**src/rtl/assert_macros.svh**
```systemverilog
// Assertion macros shared by the RTL files.
`ifndef ASSERT_MACROS_SVH
`define ASSERT_MACROS_SVH

`ifndef NO_ASSERTIONS

// Same-cycle implication, disabled during reset.
`define ASSERT_IMPL(label, clk, rst_n, ante, cons) \
    label: assert property (@(posedge clk) disable iff (!rst_n) (ante) |-> (cons)) \
        else $error("assertion failed");

// Next-cycle implication, disabled during reset.
`define ASSERT_NEXT(label, clk, rst_n, ante, cons) \
    label: assert property (@(posedge clk) disable iff (!rst_n) (ante) |=> (cons)) \
        else $error("assertion failed");

`else

`define ASSERT_IMPL(label, clk, rst_n, ante, cons)
`define ASSERT_NEXT(label, clk, rst_n, ante, cons)

`endif

`endif

```
**src/rtl/i2cm_pkg.sv**
```systemverilog
// Types and constants of the I2C master bit engine.
`timescale 1ns / 1ps
package i2cm_pkg;

    // Command codes, equal to the opcode field values
    typedef enum logic [2:0] {
        CMD_NONE  = 3'd0,
        CMD_START = 3'd1,
        CMD_STOP  = 3'd2,
        CMD_WRITE = 3'd3,
        CMD_READ  = 3'd4
    } cmd_t;

    localparam int QUEUE_DEPTH_DEF = 2;

    localparam int PHASE_W = 5;
    localparam int SUB_W   = 2;

    // Tick indexes inside each command
    localparam logic [PHASE_W-1:0] START_SDA_LOW  = 5'd1;
    localparam logic [PHASE_W-1:0] STOP_SCL_HIGH  = 5'd1;
    localparam logic [PHASE_W-1:0] STOP_SDA_HIGH  = 5'd2;
    localparam logic [PHASE_W-1:0] WR_BITS_END    = 5'd24;
    localparam logic [PHASE_W-1:0] WR_ACK_SCL     = 5'd25;
    localparam logic [PHASE_W-1:0] WR_LAST        = 5'd26;
    localparam logic [PHASE_W-1:0] RD_BITS_END    = 5'd16;
    localparam logic [PHASE_W-1:0] RD_ACK_SCL     = 5'd17;
    localparam logic [PHASE_W-1:0] RD_ACK_LOW     = 5'd18;

    // Position inside one written bit slot
    localparam logic [SUB_W-1:0] SUB_DATA = 2'd0;
    localparam logic [SUB_W-1:0] SUB_HIGH = 2'd1;
    localparam logic [SUB_W-1:0] SUB_LAST = 2'd2;

    // One classified tick request
    typedef struct packed {
        cmd_t       cmd;
        logic [7:0] write_data;
        logic       send_ack;
        logic       sda_sample;
    } tick_req_t;

    // One result
    typedef struct packed {
        logic       scl_level;
        logic       sda_level;
        logic       sda_drive;
        logic       busy_res;
        logic       done_res;
        logic [7:0] read_data;
        logic       ack_seen;
    } result_t;

endpackage

```
**src/rtl/i2cm_ifs.sv**
```systemverilog
// Valid/ready channel interfaces for tick requests and results.
`timescale 1ns / 1ps
interface i2cm_tick_if;
    logic       valid;
    logic       ready;
    logic [2:0] opcode;
    logic [7:0] write_data;
    logic       send_ack;
    logic       sda_sample;

    modport source (output valid, opcode, write_data, send_ack, sda_sample, input ready);
    modport sink   (input valid, opcode, write_data, send_ack, sda_sample, output ready);
endinterface

interface i2cm_result_if;
    logic       valid;
    logic       ready;
    logic       scl_level;
    logic       sda_level;
    logic       sda_drive;
    logic       busy_res;
    logic       done_res;
    logic [7:0] read_data;
    logic       ack_seen;

    modport source (output valid, scl_level, sda_level, sda_drive, busy_res, done_res,
                    read_data, ack_seen, input ready);
    modport sink   (input valid, scl_level, sda_level, sda_drive, busy_res, done_res,
                    read_data, ack_seen, output ready);
endinterface

```
**src/rtl/i2cm_front.sv**
```systemverilog
// Front end: accepts tick requests and classifies the opcode.
`timescale 1ns / 1ps
module i2cm_front import i2cm_pkg::*;
(
    i2cm_tick_if.sink tick,
    output logic      push_valid,
    input  logic      push_ready,
    output tick_req_t push_req
);

    cmd_t cmd;

    // Opcodes outside the command set count as no command
    always_comb
    begin
        case (tick.opcode)
            3'(CMD_START): cmd = CMD_START;
            3'(CMD_STOP):  cmd = CMD_STOP;
            3'(CMD_WRITE): cmd = CMD_WRITE;
            3'(CMD_READ):  cmd = CMD_READ;
            default:       cmd = CMD_NONE;
        endcase
    end

    assign push_valid          = tick.valid;
    assign tick.ready          = push_ready;
    assign push_req.cmd        = cmd;
    assign push_req.write_data = tick.write_data;
    assign push_req.send_ack   = tick.send_ack;
    assign push_req.sda_sample = tick.sda_sample;

endmodule

```
**src/rtl/i2cm_queue.sv**
```systemverilog
// Short request queue between the front end and the sequencer.
`timescale 1ns / 1ps
`include "assert_macros.svh"
module i2cm_queue import i2cm_pkg::*;
#(
    parameter int DEPTH = QUEUE_DEPTH_DEF
)
(
    input  logic      clk,
    input  logic      rst_n,
    input  logic      push_valid,
    output logic      push_ready,
    input  tick_req_t push_req,
    output logic      pop_valid,
    input  logic      pop,
    output tick_req_t pop_req
);

    localparam int PTR_W = (DEPTH > 1) ? $clog2(DEPTH) : 1;
    localparam int CNT_W = $clog2(DEPTH + 1);
    localparam logic [PTR_W-1:0] PTR_LAST = PTR_W'(DEPTH - 1);

    tick_req_t        entry_reg [DEPTH];
    logic [PTR_W-1:0] wr_ptr_reg, wr_ptr_next;
    logic [PTR_W-1:0] rd_ptr_reg, rd_ptr_next;
    logic [CNT_W-1:0] count_reg, count_next;
    logic             do_push, do_pop;

    assign push_ready = (count_reg != CNT_W'(DEPTH));
    assign pop_valid  = (count_reg != '0);
    assign do_push    = push_valid && push_ready;
    assign do_pop     = pop && pop_valid;
    assign pop_req    = entry_reg[rd_ptr_reg];

    // Pointer and fill count update
    always_comb
    begin
        wr_ptr_next = wr_ptr_reg;
        rd_ptr_next = rd_ptr_reg;
        count_next  = count_reg;
        if (do_push)
        begin
            wr_ptr_next = (wr_ptr_reg == PTR_LAST) ? '0 : wr_ptr_reg + 1'b1;
        end
        if (do_pop)
        begin
            rd_ptr_next = (rd_ptr_reg == PTR_LAST) ? '0 : rd_ptr_reg + 1'b1;
        end
        if (do_push && !do_pop)
        begin
            count_next = count_reg + 1'b1;
        end
        else if (do_pop && !do_push)
        begin
            count_next = count_reg - 1'b1;
        end
    end

    always_ff @(posedge clk or negedge rst_n)
    begin
        if (!rst_n)
        begin
            wr_ptr_reg <= '0;
            rd_ptr_reg <= '0;
            count_reg  <= '0;
        end
        else
        begin
            wr_ptr_reg <= wr_ptr_next;
            rd_ptr_reg <= rd_ptr_next;
            count_reg  <= count_next;
        end
    end

    // Entry storage
    always_ff @(posedge clk)
    begin
        if (do_push)
        begin
            entry_reg[wr_ptr_reg] <= push_req;
        end
    end

    `ASSERT_IMPL(a_count_bound, clk, rst_n, 1'b1, count_reg <= CNT_W'(DEPTH))
    `ASSERT_NEXT(a_push_only_grows, clk, rst_n, do_push && !do_pop, count_reg == $past(count_reg) + 1'b1)
    `ASSERT_IMPL(a_ptrs_meet_when_empty, clk, rst_n, count_reg == '0, wr_ptr_reg == rd_ptr_reg)

endmodule

```
**src/rtl/i2cm_back.sv**
```systemverilog
// Back end: pin sequencer that steps one tick per request, with result register.
`timescale 1ns / 1ps
`include "assert_macros.svh"
module i2cm_back import i2cm_pkg::*;
(
    input  logic      clk,
    input  logic      rst_n,
    input  logic      req_valid,
    input  tick_req_t req,
    output logic      pop,
    output logic      res_valid,
    input  logic      res_ready,
    output result_t   res
);

    cmd_t               cmd_reg, cmd_next, cmd_w;
    logic [PHASE_W-1:0] phase_reg, phase_next, k;
    logic [SUB_W-1:0]   sub_reg, sub_next;
    logic [7:0]         shift_reg, shift_next;
    logic               ack_choice_reg, ack_choice_next;
    logic               scl_reg, scl_next;
    logic               sda_reg, sda_next;
    logic               sda_en_reg, sda_en_next;
    logic               ack_flag_reg, ack_flag_next;
    logic [7:0]         read_hold_reg, read_hold_next;
    logic               done;
    logic               res_valid_reg;
    result_t            res_reg;

    // Step when a request waits and the result slot is free or draining
    assign pop       = req_valid && (!res_valid_reg || res_ready);
    assign res_valid = res_valid_reg;
    assign res       = res_reg;

    // Sequencer next state
    always_comb
    begin
        cmd_w           = cmd_reg;
        k               = phase_reg;
        sub_next        = sub_reg;
        shift_next      = shift_reg;
        ack_choice_next = ack_choice_reg;
        scl_next        = scl_reg;
        sda_next        = sda_reg;
        sda_en_next     = sda_en_reg;
        ack_flag_next   = ack_flag_reg;
        read_hold_next  = read_hold_reg;
        done            = 1'b0;

        // Launch a new command only when idle; ignore it otherwise
        if (cmd_reg == CMD_NONE)
        begin
            if (req.cmd != CMD_NONE)
            begin
                cmd_w    = req.cmd;
                k        = '0;
                sub_next = SUB_DATA;
                if (req.cmd == CMD_WRITE)
                begin
                    shift_next = req.write_data;
                end
                if (req.cmd == CMD_READ)
                begin
                    shift_next      = '0;
                    ack_choice_next = req.send_ack;
                end
            end
        end
        else
        begin
            k        = phase_reg + 1'b1;
            sub_next = (sub_reg == SUB_LAST) ? SUB_DATA : sub_reg + 1'b1;
        end

        case (cmd_w)
            CMD_START:
            begin
                if (k == '0)
                begin
                    sda_en_next = 1'b1;
                    sda_next    = 1'b1;
                    scl_next    = 1'b1;
                end
                else if (k == START_SDA_LOW)
                begin
                    sda_next = 1'b0;
                end
                else
                begin
                    scl_next = 1'b0;
                    done     = 1'b1;
                end
            end
            CMD_STOP:
            begin
                if (k == '0)
                begin
                    sda_en_next = 1'b1;
                    scl_next    = 1'b0;
                    sda_next    = 1'b0;
                end
                else if (k == STOP_SCL_HIGH)
                begin
                    scl_next = 1'b1;
                end
                else if (k == STOP_SDA_HIGH)
                begin
                    sda_next = 1'b1;
                end
                else
                begin
                    done = 1'b1;
                end
            end
            CMD_WRITE:
            begin
                if (k < WR_BITS_END)
                begin
                    // Three ticks per bit: data, clock high, clock low
                    if (sub_next == SUB_DATA)
                    begin
                        sda_en_next = 1'b1;
                        sda_next    = shift_next[7];
                        shift_next  = {shift_next[6:0], 1'b0};
                    end
                    else if (sub_next == SUB_HIGH)
                    begin
                        scl_next = 1'b1;
                    end
                    else
                    begin
                        scl_next = 1'b0;
                    end
                end
                else if (k == WR_BITS_END)
                begin
                    sda_next    = 1'b1;
                    sda_en_next = 1'b0;
                end
                else if (k == WR_ACK_SCL)
                begin
                    scl_next = 1'b1;
                end
                else
                begin
                    ack_flag_next = req.sda_sample;
                    scl_next      = 1'b0;
                    done          = 1'b1;
                end
            end
            CMD_READ:
            begin
                if (k < RD_BITS_END)
                begin
                    if (!k[0])
                    begin
                        sda_next    = 1'b1;
                        sda_en_next = 1'b0;
                        scl_next    = 1'b1;
                    end
                    else
                    begin
                        shift_next = {shift_next[6:0], req.sda_sample};
                        scl_next   = 1'b0;
                    end
                end
                else if (k == RD_BITS_END)
                begin
                    sda_en_next = 1'b1;
                    sda_next    = !ack_choice_next;
                end
                else if (k == RD_ACK_SCL)
                begin
                    scl_next = 1'b1;
                end
                else if (k == RD_ACK_LOW)
                begin
                    scl_next = 1'b0;
                end
                else
                begin
                    read_hold_next = shift_next;
                    done           = 1'b1;
                end
            end
            default:
            begin
                cmd_w = CMD_NONE;
            end
        endcase

        if (done)
        begin
            cmd_next   = CMD_NONE;
            phase_next = '0;
        end
        else
        begin
            cmd_next   = cmd_w;
            phase_next = k;
        end
    end

    // Sequencer state register
    always_ff @(posedge clk or negedge rst_n)
    begin
        if (!rst_n)
        begin
            cmd_reg        <= CMD_NONE;
            phase_reg      <= '0;
            sub_reg        <= SUB_DATA;
            shift_reg      <= '0;
            ack_choice_reg <= 1'b0;
            scl_reg        <= 1'b1;
            sda_reg        <= 1'b1;
            sda_en_reg     <= 1'b1;
            ack_flag_reg   <= 1'b0;
            read_hold_reg  <= '0;
        end
        else if (pop)
        begin
            cmd_reg        <= cmd_next;
            phase_reg      <= phase_next;
            sub_reg        <= sub_next;
            shift_reg      <= shift_next;
            ack_choice_reg <= ack_choice_next;
            scl_reg        <= scl_next;
            sda_reg        <= sda_next;
            sda_en_reg     <= sda_en_next;
            ack_flag_reg   <= ack_flag_next;
            read_hold_reg  <= read_hold_next;
        end
    end

    // Result register valid
    always_ff @(posedge clk or negedge rst_n)
    begin
        if (!rst_n)
        begin
            res_valid_reg <= 1'b0;
        end
        else if (pop)
        begin
            res_valid_reg <= 1'b1;
        end
        else if (res_ready)
        begin
            res_valid_reg <= 1'b0;
        end
    end

    // Result payload
    always_ff @(posedge clk)
    begin
        if (pop)
        begin
            res_reg.scl_level <= scl_next;
            res_reg.sda_level <= sda_next;
            res_reg.sda_drive <= sda_en_next;
            res_reg.busy_res  <= (cmd_next != CMD_NONE);
            res_reg.done_res  <= done;
            res_reg.read_data <= read_hold_next;
            res_reg.ack_seen  <= ack_flag_next;
        end
    end

    `ASSERT_IMPL(a_idle_phase_zero, clk, rst_n, cmd_reg == CMD_NONE, phase_reg == '0)
    `ASSERT_IMPL(a_write_phase_bound, clk, rst_n, cmd_reg == CMD_WRITE, phase_reg < WR_LAST)
    `ASSERT_NEXT(a_busy_ignores_cmd, clk, rst_n, pop && cmd_reg != CMD_NONE, cmd_reg == $past(cmd_reg) || cmd_reg == CMD_NONE)
    `ASSERT_IMPL(a_done_not_busy, clk, rst_n, res_valid_reg && res_reg.done_res, !res_reg.busy_res)

endmodule

```
**src/rtl/i2c_master_bit_engine.sv**
```systemverilog
// Top level of the I2C master bit engine.
`timescale 1ns / 1ps
// Tick-driven I2C master pin sequencer. Every request on the tick channel is one bus
// timing tick and yields exactly one result: the SCL level, SDA level and SDA drive
// enable after that tick, plus busy/done, the last read byte and the last ACK sample.
// A command (start, stop, write byte, read byte) is taken only on a tick that finds the
// sequencer idle; commands on busy ticks are dropped. Start takes 3 ticks, stop 4, write
// byte 27 and read byte 20. One tick is accepted per clock cycle as long as results are
// taken; a request passes the queue entry and then the result register.
// A queue of QUEUE_DEPTH requests sits between the opcode decoder and the sequencer, so
// the tick channel keeps accepting while a finished result waits on the result channel.
module i2c_master_bit_engine import i2cm_pkg::*;
#(
    parameter int QUEUE_DEPTH = QUEUE_DEPTH_DEF
)
(
    input  logic         clk,
    input  logic         rst_n,
    i2cm_tick_if.sink    tick,
    i2cm_result_if.source result
);

    logic      push_valid, push_ready;
    tick_req_t push_req;
    logic      pop_valid, pop;
    tick_req_t pop_req;
    result_t   res;

    i2cm_front u_front (
        .tick       (tick),
        .push_valid (push_valid),
        .push_ready (push_ready),
        .push_req   (push_req)
    );

    i2cm_queue #(
        .DEPTH (QUEUE_DEPTH)
    ) u_queue (
        .clk        (clk),
        .rst_n      (rst_n),
        .push_valid (push_valid),
        .push_ready (push_ready),
        .push_req   (push_req),
        .pop_valid  (pop_valid),
        .pop        (pop),
        .pop_req    (pop_req)
    );

    i2cm_back u_back (
        .clk       (clk),
        .rst_n     (rst_n),
        .req_valid (pop_valid),
        .req       (pop_req),
        .pop       (pop),
        .res_valid (result.valid),
        .res_ready (result.ready),
        .res       (res)
    );

    assign result.scl_level = res.scl_level;
    assign result.sda_level = res.sda_level;
    assign result.sda_drive = res.sda_drive;
    assign result.busy_res  = res.busy_res;
    assign result.done_res  = res.done_res;
    assign result.read_data = res.read_data;
    assign result.ack_seen  = res.ack_seen;

endmodule
```
**src/flat_wrapper.sv**
```systemverilog
// flat-port wrapper written by rule: the top's interface ports become plain ports
module i2c_master_bit_engine_flat import i2cm_pkg::*;
#(
    parameter int QUEUE_DEPTH = QUEUE_DEPTH_DEF
)
  (clk, rst_n, tick_valid, tick_opcode, tick_write_data, tick_send_ack, tick_sda_sample, tick_ready, result_valid, result_scl_level, result_sda_level, result_sda_drive, result_busy_res, result_done_res, result_read_data, result_ack_seen, result_ready);
  i2cm_tick_if tick_i ();
  i2cm_result_if result_i ();
  input  logic clk;
  input  logic rst_n;
  input wire logic [$bits(tick_i.valid)-1:0] tick_valid;
  input wire logic [$bits(tick_i.opcode)-1:0] tick_opcode;
  input wire logic [$bits(tick_i.write_data)-1:0] tick_write_data;
  input wire logic [$bits(tick_i.send_ack)-1:0] tick_send_ack;
  input wire logic [$bits(tick_i.sda_sample)-1:0] tick_sda_sample;
  output wire logic [$bits(tick_i.ready)-1:0] tick_ready;
  output wire logic [$bits(result_i.valid)-1:0] result_valid;
  output wire logic [$bits(result_i.scl_level)-1:0] result_scl_level;
  output wire logic [$bits(result_i.sda_level)-1:0] result_sda_level;
  output wire logic [$bits(result_i.sda_drive)-1:0] result_sda_drive;
  output wire logic [$bits(result_i.busy_res)-1:0] result_busy_res;
  output wire logic [$bits(result_i.done_res)-1:0] result_done_res;
  output wire logic [$bits(result_i.read_data)-1:0] result_read_data;
  output wire logic [$bits(result_i.ack_seen)-1:0] result_ack_seen;
  input wire logic [$bits(result_i.ready)-1:0] result_ready;
  assign tick_i.valid = tick_valid;
  assign tick_i.opcode = tick_opcode;
  assign tick_i.write_data = tick_write_data;
  assign tick_i.send_ack = tick_send_ack;
  assign tick_i.sda_sample = tick_sda_sample;
  assign tick_ready = tick_i.ready;
  assign result_valid = result_i.valid;
  assign result_scl_level = result_i.scl_level;
  assign result_sda_level = result_i.sda_level;
  assign result_sda_drive = result_i.sda_drive;
  assign result_busy_res = result_i.busy_res;
  assign result_done_res = result_i.done_res;
  assign result_read_data = result_i.read_data;
  assign result_ack_seen = result_i.ack_seen;
  assign result_i.ready = result_ready;
  i2c_master_bit_engine #(.QUEUE_DEPTH(QUEUE_DEPTH)) u_core (.clk(clk), .rst_n(rst_n), .tick(tick_i), .result(result_i));
endmodule
```
**config.mk**
```make
export PLATFORM = sky130hd
export DESIGN_NAME = i2c_master_bit_engine_flat
export DESIGN_NICKNAME = d
export VERILOG_FILES = /design/src/rtl/i2cm_pkg.sv /design/src/rtl/i2cm_ifs.sv /design/src/rtl/i2cm_front.sv /design/src/rtl/i2cm_queue.sv /design/src/rtl/i2cm_back.sv /design/src/rtl/i2c_master_bit_engine.sv /design/src/flat_wrapper.sv
export VERILOG_INCLUDE_DIRS = /design/src /design/src/rtl
export SDC_FILE = /design/constraint.sdc
export NUM_CORES = 1
export LEC_CHECK = 0
export BUFFER_PORTS_ARGS = -buffer_cell sky130_fd_sc_hd__clkbuf_2
export CAP_MARGIN = 20
export CORE_MARGIN = 2
export CORE_UTILIZATION = 50
export DETAILED_ROUTE_END_ITERATION = 16
export GPL_ROUTABILITY_DRIVEN = 0
export PLACE_DENSITY = 0.71
export SKIP_LAST_GASP = 1
export SYNTH_ARGS = -nofsm -noshare
export SYNTH_HDL_FRONTEND = slang
export SYNTH_SLANG_ARGS = --single-unit
```
**constraint.sdc**
```tcl
create_clock -name clk -period 3.8 [get_ports clk]
set_input_delay 0.38 -clock clk [delete_from_list [all_inputs] [get_ports clk]]
set_output_delay 0.38 -clock clk [all_outputs]
set_load 0.05 [all_outputs]
```
---- Word level (Yosys, flattened, before mapping) ----
Memory sizes are Yosys's and may differ from the RTL's.
Index checks and enable logic that the tools add are counted.
word-level totals
  memories kept ........................... 1
  output and inout port bits .............. 16
  bits of input ports ..................... 17
  register bits after elaboration ......... 50
  logic and storage cells ................. 158
  memory bits (writable) .................. 26
memory list
  memory                    depth  width  read ports  clocked after Yosys merged registers in  wr ports  line              text
  u_core.u_queue.entry_reg  2      13     1           0                                        1         i2cm_queue.sv:23  tick_req_t entry_reg [DEPTH];
cells by class
  order comparisons ....................... 2
  mux-type cells .......................... 88
  equality and inequality tests ........... 20
  reduce and logical (&&, ||, !) cells .... 20
  add/subtract/negate cells ............... 6
operator list
  kind                                           number
  two-way mux 8 bit                              13
  two-way mux 1 bit                              57
  == test 5 bit, second input constant           5
  one-hot mux 8 bit (2 select lines)             1
  == test 3 x 2 -> 1 bit, second input constant  5
  two-way mux 5 bit                              3
  two-way mux 3 bit                              4
  one-hot mux 1 bit (4 select lines)             3
  one-hot mux 3 bit (4 select lines)             1
  < comparator 5 bit, second input constant      2
  two-way mux 2 bit                              5
  == test 3 bit, second input constant           3
  == test 3 x 1 -> 1 bit, second input constant  2
  nonzero test 2 bit                             3
  nonzero test 3 bit                             2
  adder 5 x 1 -> 5 bit, second input constant    1
  == test 5 x 1 -> 1 bit, second input constant  1
  == test 5 x 2 -> 1 bit, second input constant  1
  logical AND 1 bit                              5
  logical NOT 5 bit                              1
  adder 2 x 1 -> 2 bit, second input constant    2
  logical NOT 1 bit                              4
  OR reduction 4 bit                             1
  logical NOT 3 bit                              1
  other kinds (9)                                10

---- Depth between registers and ports, before layout ----
An unclocked memory read counts as a cell.
  word-level depth ........................ 12
  depth in mapped cells ................... 10
  gate-level depth less buffers ........... 8

---- Hierarchy ----
Synthesis repeated with hierarchy kept, for this count alone.
second synthesis, totals
  cells, all modules ...................... 391
  area total of the unflattened synthesis .. 4240.3 sq um
by module, submodules not included
  module      area each (sq um)  cells each  times used  seq. area each (sq um)
  i2cm_back   2975.4             318         1           1224.9
  i2cm_queue  1144.8             58          1           880.8
  i2cm_front  120.1              15          1           0.0

---- Least setup slack after synthesis ----
Ideal clock, no wire load.
  path type ............................... register to register
  from .................................... register u_core.u_back.phase_reg[1]
  to ...................................... register u_core.u_back.res[12] (netlist name)
  slack ................................... 1.158 ns
  arrival time ............................ 2.380 ns
  clock period less this slack ............ 2.642 ns
  stages on the path, launching flop included .. 10
  data required time ...................... 3.538 ns
  library setup time ...................... 0.262 ns
  path buffers ............................ 2
  path through ............................ dfrtp_1 -> ha_1 -> clkbuf_1 -> nor4b_1 -> nor4_2 -> buf_6 -> or3_4 -> a311oi_2 -> o311ai_1 -> mux2_1
on the way
  cells in the longest elaborated chain, start to end .. 7
  elaborated cells between the ends (all ways) .. 20
  those cells by class .................... add/sub (1); order compare (2); eq/ne (4); mux (12); reduce/logical (1)
ends and longest elaborated chain
  item                                                       line                              text
  start: declaration                                         i2cm_back.sv:17                   logic [PHASE_W-1:0] phase_reg, phase_next, k;
  start signal: assignment                                   i2cm_back.sv:223                  phase_reg <= phase_next;
  adder 5 x 1 -> 5 bit or two-way mux 5 bit (tied branches)  i2cm_back.sv:71, i2cm_back.sv:53
  two-way mux 5 bit (*)                                      i2cm_back.sv:51                   if (cmd_reg == CMD_NONE)
  == test 5 x 2 -> 1 bit                                     i2cm_back.sv:106                  else if (k == STOP_SDA_HIGH)
  two-way mux 1 bit                                          i2cm_back.sv:106
  two-way mux 1 bit                                          i2cm_back.sv:102                  else if (k == STOP_SCL_HIGH)
  two-way mux 1 bit                                          i2cm_back.sv:96                   if (k == '0)
  one-hot mux 1 bit (4 select lines) (*)                     i2cm_back.sv:75                   case (cmd_w)
  via u_core.u_back.sda_next                                 i2cm_back.sv:22                   logic sda_reg, sda_next;
The timed path passes the listed nets; every way through them passes the cells marked *.
A chain may end at the register's enable or synchronous reset.

---- Worst setup path after layout ----
  from .................................... register u_core.u_back.phase_reg[0]
  to ...................................... register u_core.u_back.res[12] (netlist name)
on the way
  cells in the longest elaborated chain, start to end .. 7
  elaborated cells between the ends (all ways) .. 21
  those cells by class .................... add/sub (1); order compare (2); eq/ne (4); mux (13); reduce/logical (1)
ends and longest elaborated chain
  item                                                       line
  adder 5 x 1 -> 5 bit or two-way mux 5 bit (tied branches)  i2cm_back.sv:71, i2cm_back.sv:53
  two-way mux 5 bit (*)                                      i2cm_back.sv:51
  == test 5 x 2 -> 1 bit                                     i2cm_back.sv:106
  two-way mux 1 bit                                          i2cm_back.sv:106
  two-way mux 1 bit                                          i2cm_back.sv:102
  two-way mux 1 bit                                          i2cm_back.sv:96
  one-hot mux 1 bit (4 select lines) (*)                     i2cm_back.sv:75
  via u_core.u_back.sda_next                                 i2cm_back.sv:22
Marks and branches as above.

==> results.md <==
- Number of flip-flops and latches in the synthesized netlist: 76
- Fraction of layout cells with a size suffix above 1: between 20% and 30%
- Global-route wire length before repair: ~14,000 microns
- Initial DRC Count: between 200 and 300
- Inserted Clock Buffers: 9
- Max frequency: about 320 MHz
- Sinks on Clock Net: 76
- Total negative setup slack: 0 ps
- Clock tree from TritonCTS: done
- Worst endpoint data arrival time: between 3000 and 4000 ps
- Yosys warning total: 0
- Endpoint of the most critical register-to-register path: u_core.u_back.res[12]$_DFFE_PP_
- Die Width: ~95 microns
- Hold bufs inserted after CTS: 0
- Final setup violation count: 0
- Internal power of the cells: ~2.2 mW
- Post-Synthesis Net Count: 390
- Clock insertion delay at the later pin of the skew report: roughly 370 ps
- Setup crit end kind: flip-flop
- Static Leakage: roughly 1.8 nW
- Clock Tree Root: sky130_fd_sc_hd__clkbuf_8
- Worst setup slack after placement: between 700 and 800 ps
- Net count, final: 418
- GR Util All Layers: between 20% and 30%
- Number of post-CTS setup repair buffers: 0
- Setup slack of the critical path after layout: approximately 650 ps
- Vias per Instance: a little under 6
- Number of diodes: 0
- Drt drc: 0
- Slew @ Worst Pin: around 950 ps
- Mean area per synthesized cell: roughly 11 sq um
- Portion of the clock cycle consumed by the worst path in the final layout: 82.8%
- Number of max-slew violations in the final report: 0
- Top cells by area in the synthesized netlist: sky130_fd_sc_hd__edfxtp_1 29%, sky130_fd_sc_hd__dfrtp_1 20%, sky130_fd_sc_hd__mux2_2 5.8%, sky130_fd_sc_hd__mux2i_1 4.1%, sky130_fd_sc_hd__nand2_1 3.6%
- Worst hold margin: 149 ps
- Flip-flop count of the largest register, all copies and words added: 26
- Antenna Violating Nets Remaining: 0
- Number of top-level pins: 33
- Net switching power of the design: ~1.9 mW
- Time the worst path needs with I/O delays and setup: ~3100 ps
- Signed area change from the synthesized netlist to the final layout: 10.6%
- Number of hold violations in the final report: 0
- Number of cells produced by synthesis: roughly 370
- Floorplan core area: approximately 8100 sq um
- Height of the die: about 95 microns
- Cell count after placement: about 490
- Path type of the worst setup path: flip-flop to flip-flop
- Combinational group share of total power: about half
- Post-route cell area: about 4500 sq um
- Grt ovf: 0
- Worst relative slew slack: 36.5%
- Run status: complete, no violations
- Final HPWL from detailed placement: around 6000 microns
- Largest fanout of any net on the critical path: 14
- Primary FF master, synth: sky130_fd_sc_hd__edfxtp_1
- Bufs on Longest Clock Path: 2
- Non-Filler Instances: slightly above 500
- Vias in the first global route: between 2,000 and 3,000
- Pwr Total: between 4 and 5 mW
- Setup repair after global routing missed its margin: false
- Count of input and output buffers: 32
- Synthesized-area fraction occupied by ao, oa, aoi and oai cells: approximately 16%
- Largest net degree at the start of global routing: 37
- Number of enable-type register cells in the synthesized netlist: 40
- # rows: 33
- Path depth of the worst reg2reg path: 8
- Flop pwr share: between 30% and 40%
- Antenna violations before repair: 0
- Max-cap viol count: 0
- Element type at the critical path start: flip-flop
- Adder-cell share of the synthesized area: 0.609%
- Main combinational cell family by area after synthesis: compound AO/OA/AOI/OAI gates
- Clock share of power: between 10% and 20%
- Area share of the largest cell type after synthesis: between 20% and 30%
- Total routed wirelength: 8680 microns
- Share of total power consumed by net switching: 46.2%
- Top cell type by total area after synthesis: sky130_fd_sc_hd__edfxtp_1
- CTS-repair resized insts: 0
- Reg2Reg Setup Slack: about 650 ps
- Reg2Reg Launch Point: u_core.u_back.phase_reg[0]$_DFFE_PN0P_
- Layout Skew: 8.40 ps
- CP Launch Point: u_core.u_back.phase_reg[0]$_DFFE_PN0P_
- Areal power density over the cells: between 900 and 1000 nW/um^2
- IR drop worst, VDD: about 430 uV
- Area post-placement: ~4300 sq um
- Hold/Removal Path Class: input pin to asynchronous set/reset pin
- Post-synthesis xor/xnor area fraction: between 1.5 and 2%
- Number of iterations in the first detailed-routing pass: 4
- Distinct cells, synth: 70
- Sequential area share after synthesis: 51.2%
- Share of synthesized cell area in and, or, nand and nor gates: ~16%
- Proportion of synthesized area in mux cells: 10.7%
- Mapped cell area: roughly 4100 sq um
- Clock slew at the register clock pins of the worst setup and hold paths: approximately 90 ps
- Fraction of registers with async set/reset: 47.4%
- Area of the die: 8960 sq um
- Routed length per placed instance: 17.1 microns
- Required time of the critical path: roughly 3900 ps
- H-tree level count: 3
- Initial standard-cell utilization of the core: 50.8%
- Post-layout utilization of the core: around 56%
- Count of vias placed by the detailed router: roughly 3,000
worst max-delay path, stage by stage, from the launching register on:
cell	delay, ps
sky130_fd_sc_hd__dfrtp_1	560
sky130_fd_sc_hd__ha_1	420
sky130_fd_sc_hd__nand3_1	180
sky130_fd_sc_hd__xnor2_1	250
sky130_fd_sc_hd__a2bb2oi_1	480
sky130_fd_sc_hd__o21ai_0	190
sky130_fd_sc_hd__a311oi_2	300
sky130_fd_sc_hd__o311ai_1	190
sky130_fd_sc_hd__mux2_1	310
layout make-up:
type                    count  area (sq um)
fillers                   714          3550
repair buffers             37           198
clock inverters             7          86.3
inverters                   9          33.8
clock buffers               9           124
well taps                 105           131
multi-input cells         266          1870
flip-flops and latches     76          2110
cell families after synthesis:
family / Yosys count
muxes: 41
and+or+nand+nor: 119
xor gates and xnor gates: 8
DFF: 76
adders and majority gates: 2
buffers and inverters: 29
AOI/OAI and AO/OA: 96
power groups by stage:
stage | Combinational (mW) | Sequential [mW] | Clock [mW]
6_report | 2.08 | 1.40 | 0.659
4_1_cts | 2.05 | 1.40 | 0.671
2_1_floorplan | 1.47 | 1.54 | 0
3_3_place_gp | 2.02 | 1.40 | 0
5_1_grt | 2.27 | 1.43 | 0.705
3_5_place_dp | 2.04 | 1.41 | 0
cells in the mapped netlist, types with 3 or more instances:
cell type	number
sky130_fd_sc_hd__a21o_1	3
sky130_fd_sc_hd__a21oi_1	14
sky130_fd_sc_hd__a31oi_1	5
sky130_fd_sc_hd__and2_1	6
sky130_fd_sc_hd__and3_1	3
sky130_fd_sc_hd__buf_1	3
sky130_fd_sc_hd__buf_2	7
sky130_fd_sc_hd__clkbuf_1	6
sky130_fd_sc_hd__dfrtp_1	33
sky130_fd_sc_hd__dfstp_2	3
sky130_fd_sc_hd__edfxtp_1	40
sky130_fd_sc_hd__inv_1	8
sky130_fd_sc_hd__mux2_1	3
sky130_fd_sc_hd__mux2_2	21
sky130_fd_sc_hd__mux2i_1	17
sky130_fd_sc_hd__nand2_1	39
sky130_fd_sc_hd__nand2b_1	7
sky130_fd_sc_hd__nand3_1	9
sky130_fd_sc_hd__nor2_1	21
sky130_fd_sc_hd__nor2b_1	3
sky130_fd_sc_hd__nor3_1	8
sky130_fd_sc_hd__nor4_1	4
sky130_fd_sc_hd__o211ai_1	6
sky130_fd_sc_hd__o21ai_0	12
sky130_fd_sc_hd__o21ai_1	13
sky130_fd_sc_hd__o22ai_1	4
sky130_fd_sc_hd__o2bb2ai_1	3
sky130_fd_sc_hd__o31ai_1	5
sky130_fd_sc_hd__o32ai_1	4
sky130_fd_sc_hd__or3_1	3
sky130_fd_sc_hd__xnor2_1	6
layout by cell type (no fill, tap or decap), types with 4 or more instances in the layout:
cell and instances:
sky130_fd_sc_hd__nand2b_1 7, sky130_fd_sc_hd__nor2_1 21, sky130_fd_sc_hd__a21oi_1 14, sky130_fd_sc_hd__nor3_1 8, sky130_fd_sc_hd__o21ai_1 13, sky130_fd_sc_hd__o211ai_1 6
sky130_fd_sc_hd__inv_1 8, sky130_fd_sc_hd__mux2_2 21, sky130_fd_sc_hd__a31oi_1 5, sky130_fd_sc_hd__clkbuf_2 32, sky130_fd_sc_hd__nand2_1 39, sky130_fd_sc_hd__o31ai_1 5
sky130_fd_sc_hd__o32ai_1 4, sky130_fd_sc_hd__o22ai_1 4, sky130_fd_sc_hd__dfrtp_1 33, sky130_fd_sc_hd__buf_4 5, sky130_fd_sc_hd__edfxtp_1 40, sky130_fd_sc_hd__nor4_1 4
sky130_fd_sc_hd__clkbuf_8 9, sky130_fd_sc_hd__mux2i_1 17, sky130_fd_sc_hd__o21ai_0 11, sky130_fd_sc_hd__nand3_1 9, sky130_fd_sc_hd__and2_1 6, sky130_fd_sc_hd__xnor2_1 6
per-layer routing:
layer	vias up	global-route usage (%)	part of all wire (%)
li1	1454	-	-
met1	1440	29.1	47
met2	103	31.4	46
met3	17	4.15	4.9
met4	0	8.33	2.1
met5	-	0	0
worst max-delay path by stage:
stage                                                      end  slack (ps)  cells after the start
floorplan                      u_core.u_back.res[12]$_DFFE_PP_        1160                      9
global placement    u_core.u_back.read_hold_reg[5]$_DFFE_PN0P_         900                      7
detailed placement             u_core.u_back.res[12]$_DFFE_PP_         780                      8
CTS                            u_core.u_back.res[12]$_DFFE_PP_         710                      8
global route                   u_core.u_back.res[12]$_DFFE_PP_         470                      8
finish                         u_core.u_back.res[12]$_DFFE_PP_         650                      8
Note: power is estimated with default switching activity, not from simulation.
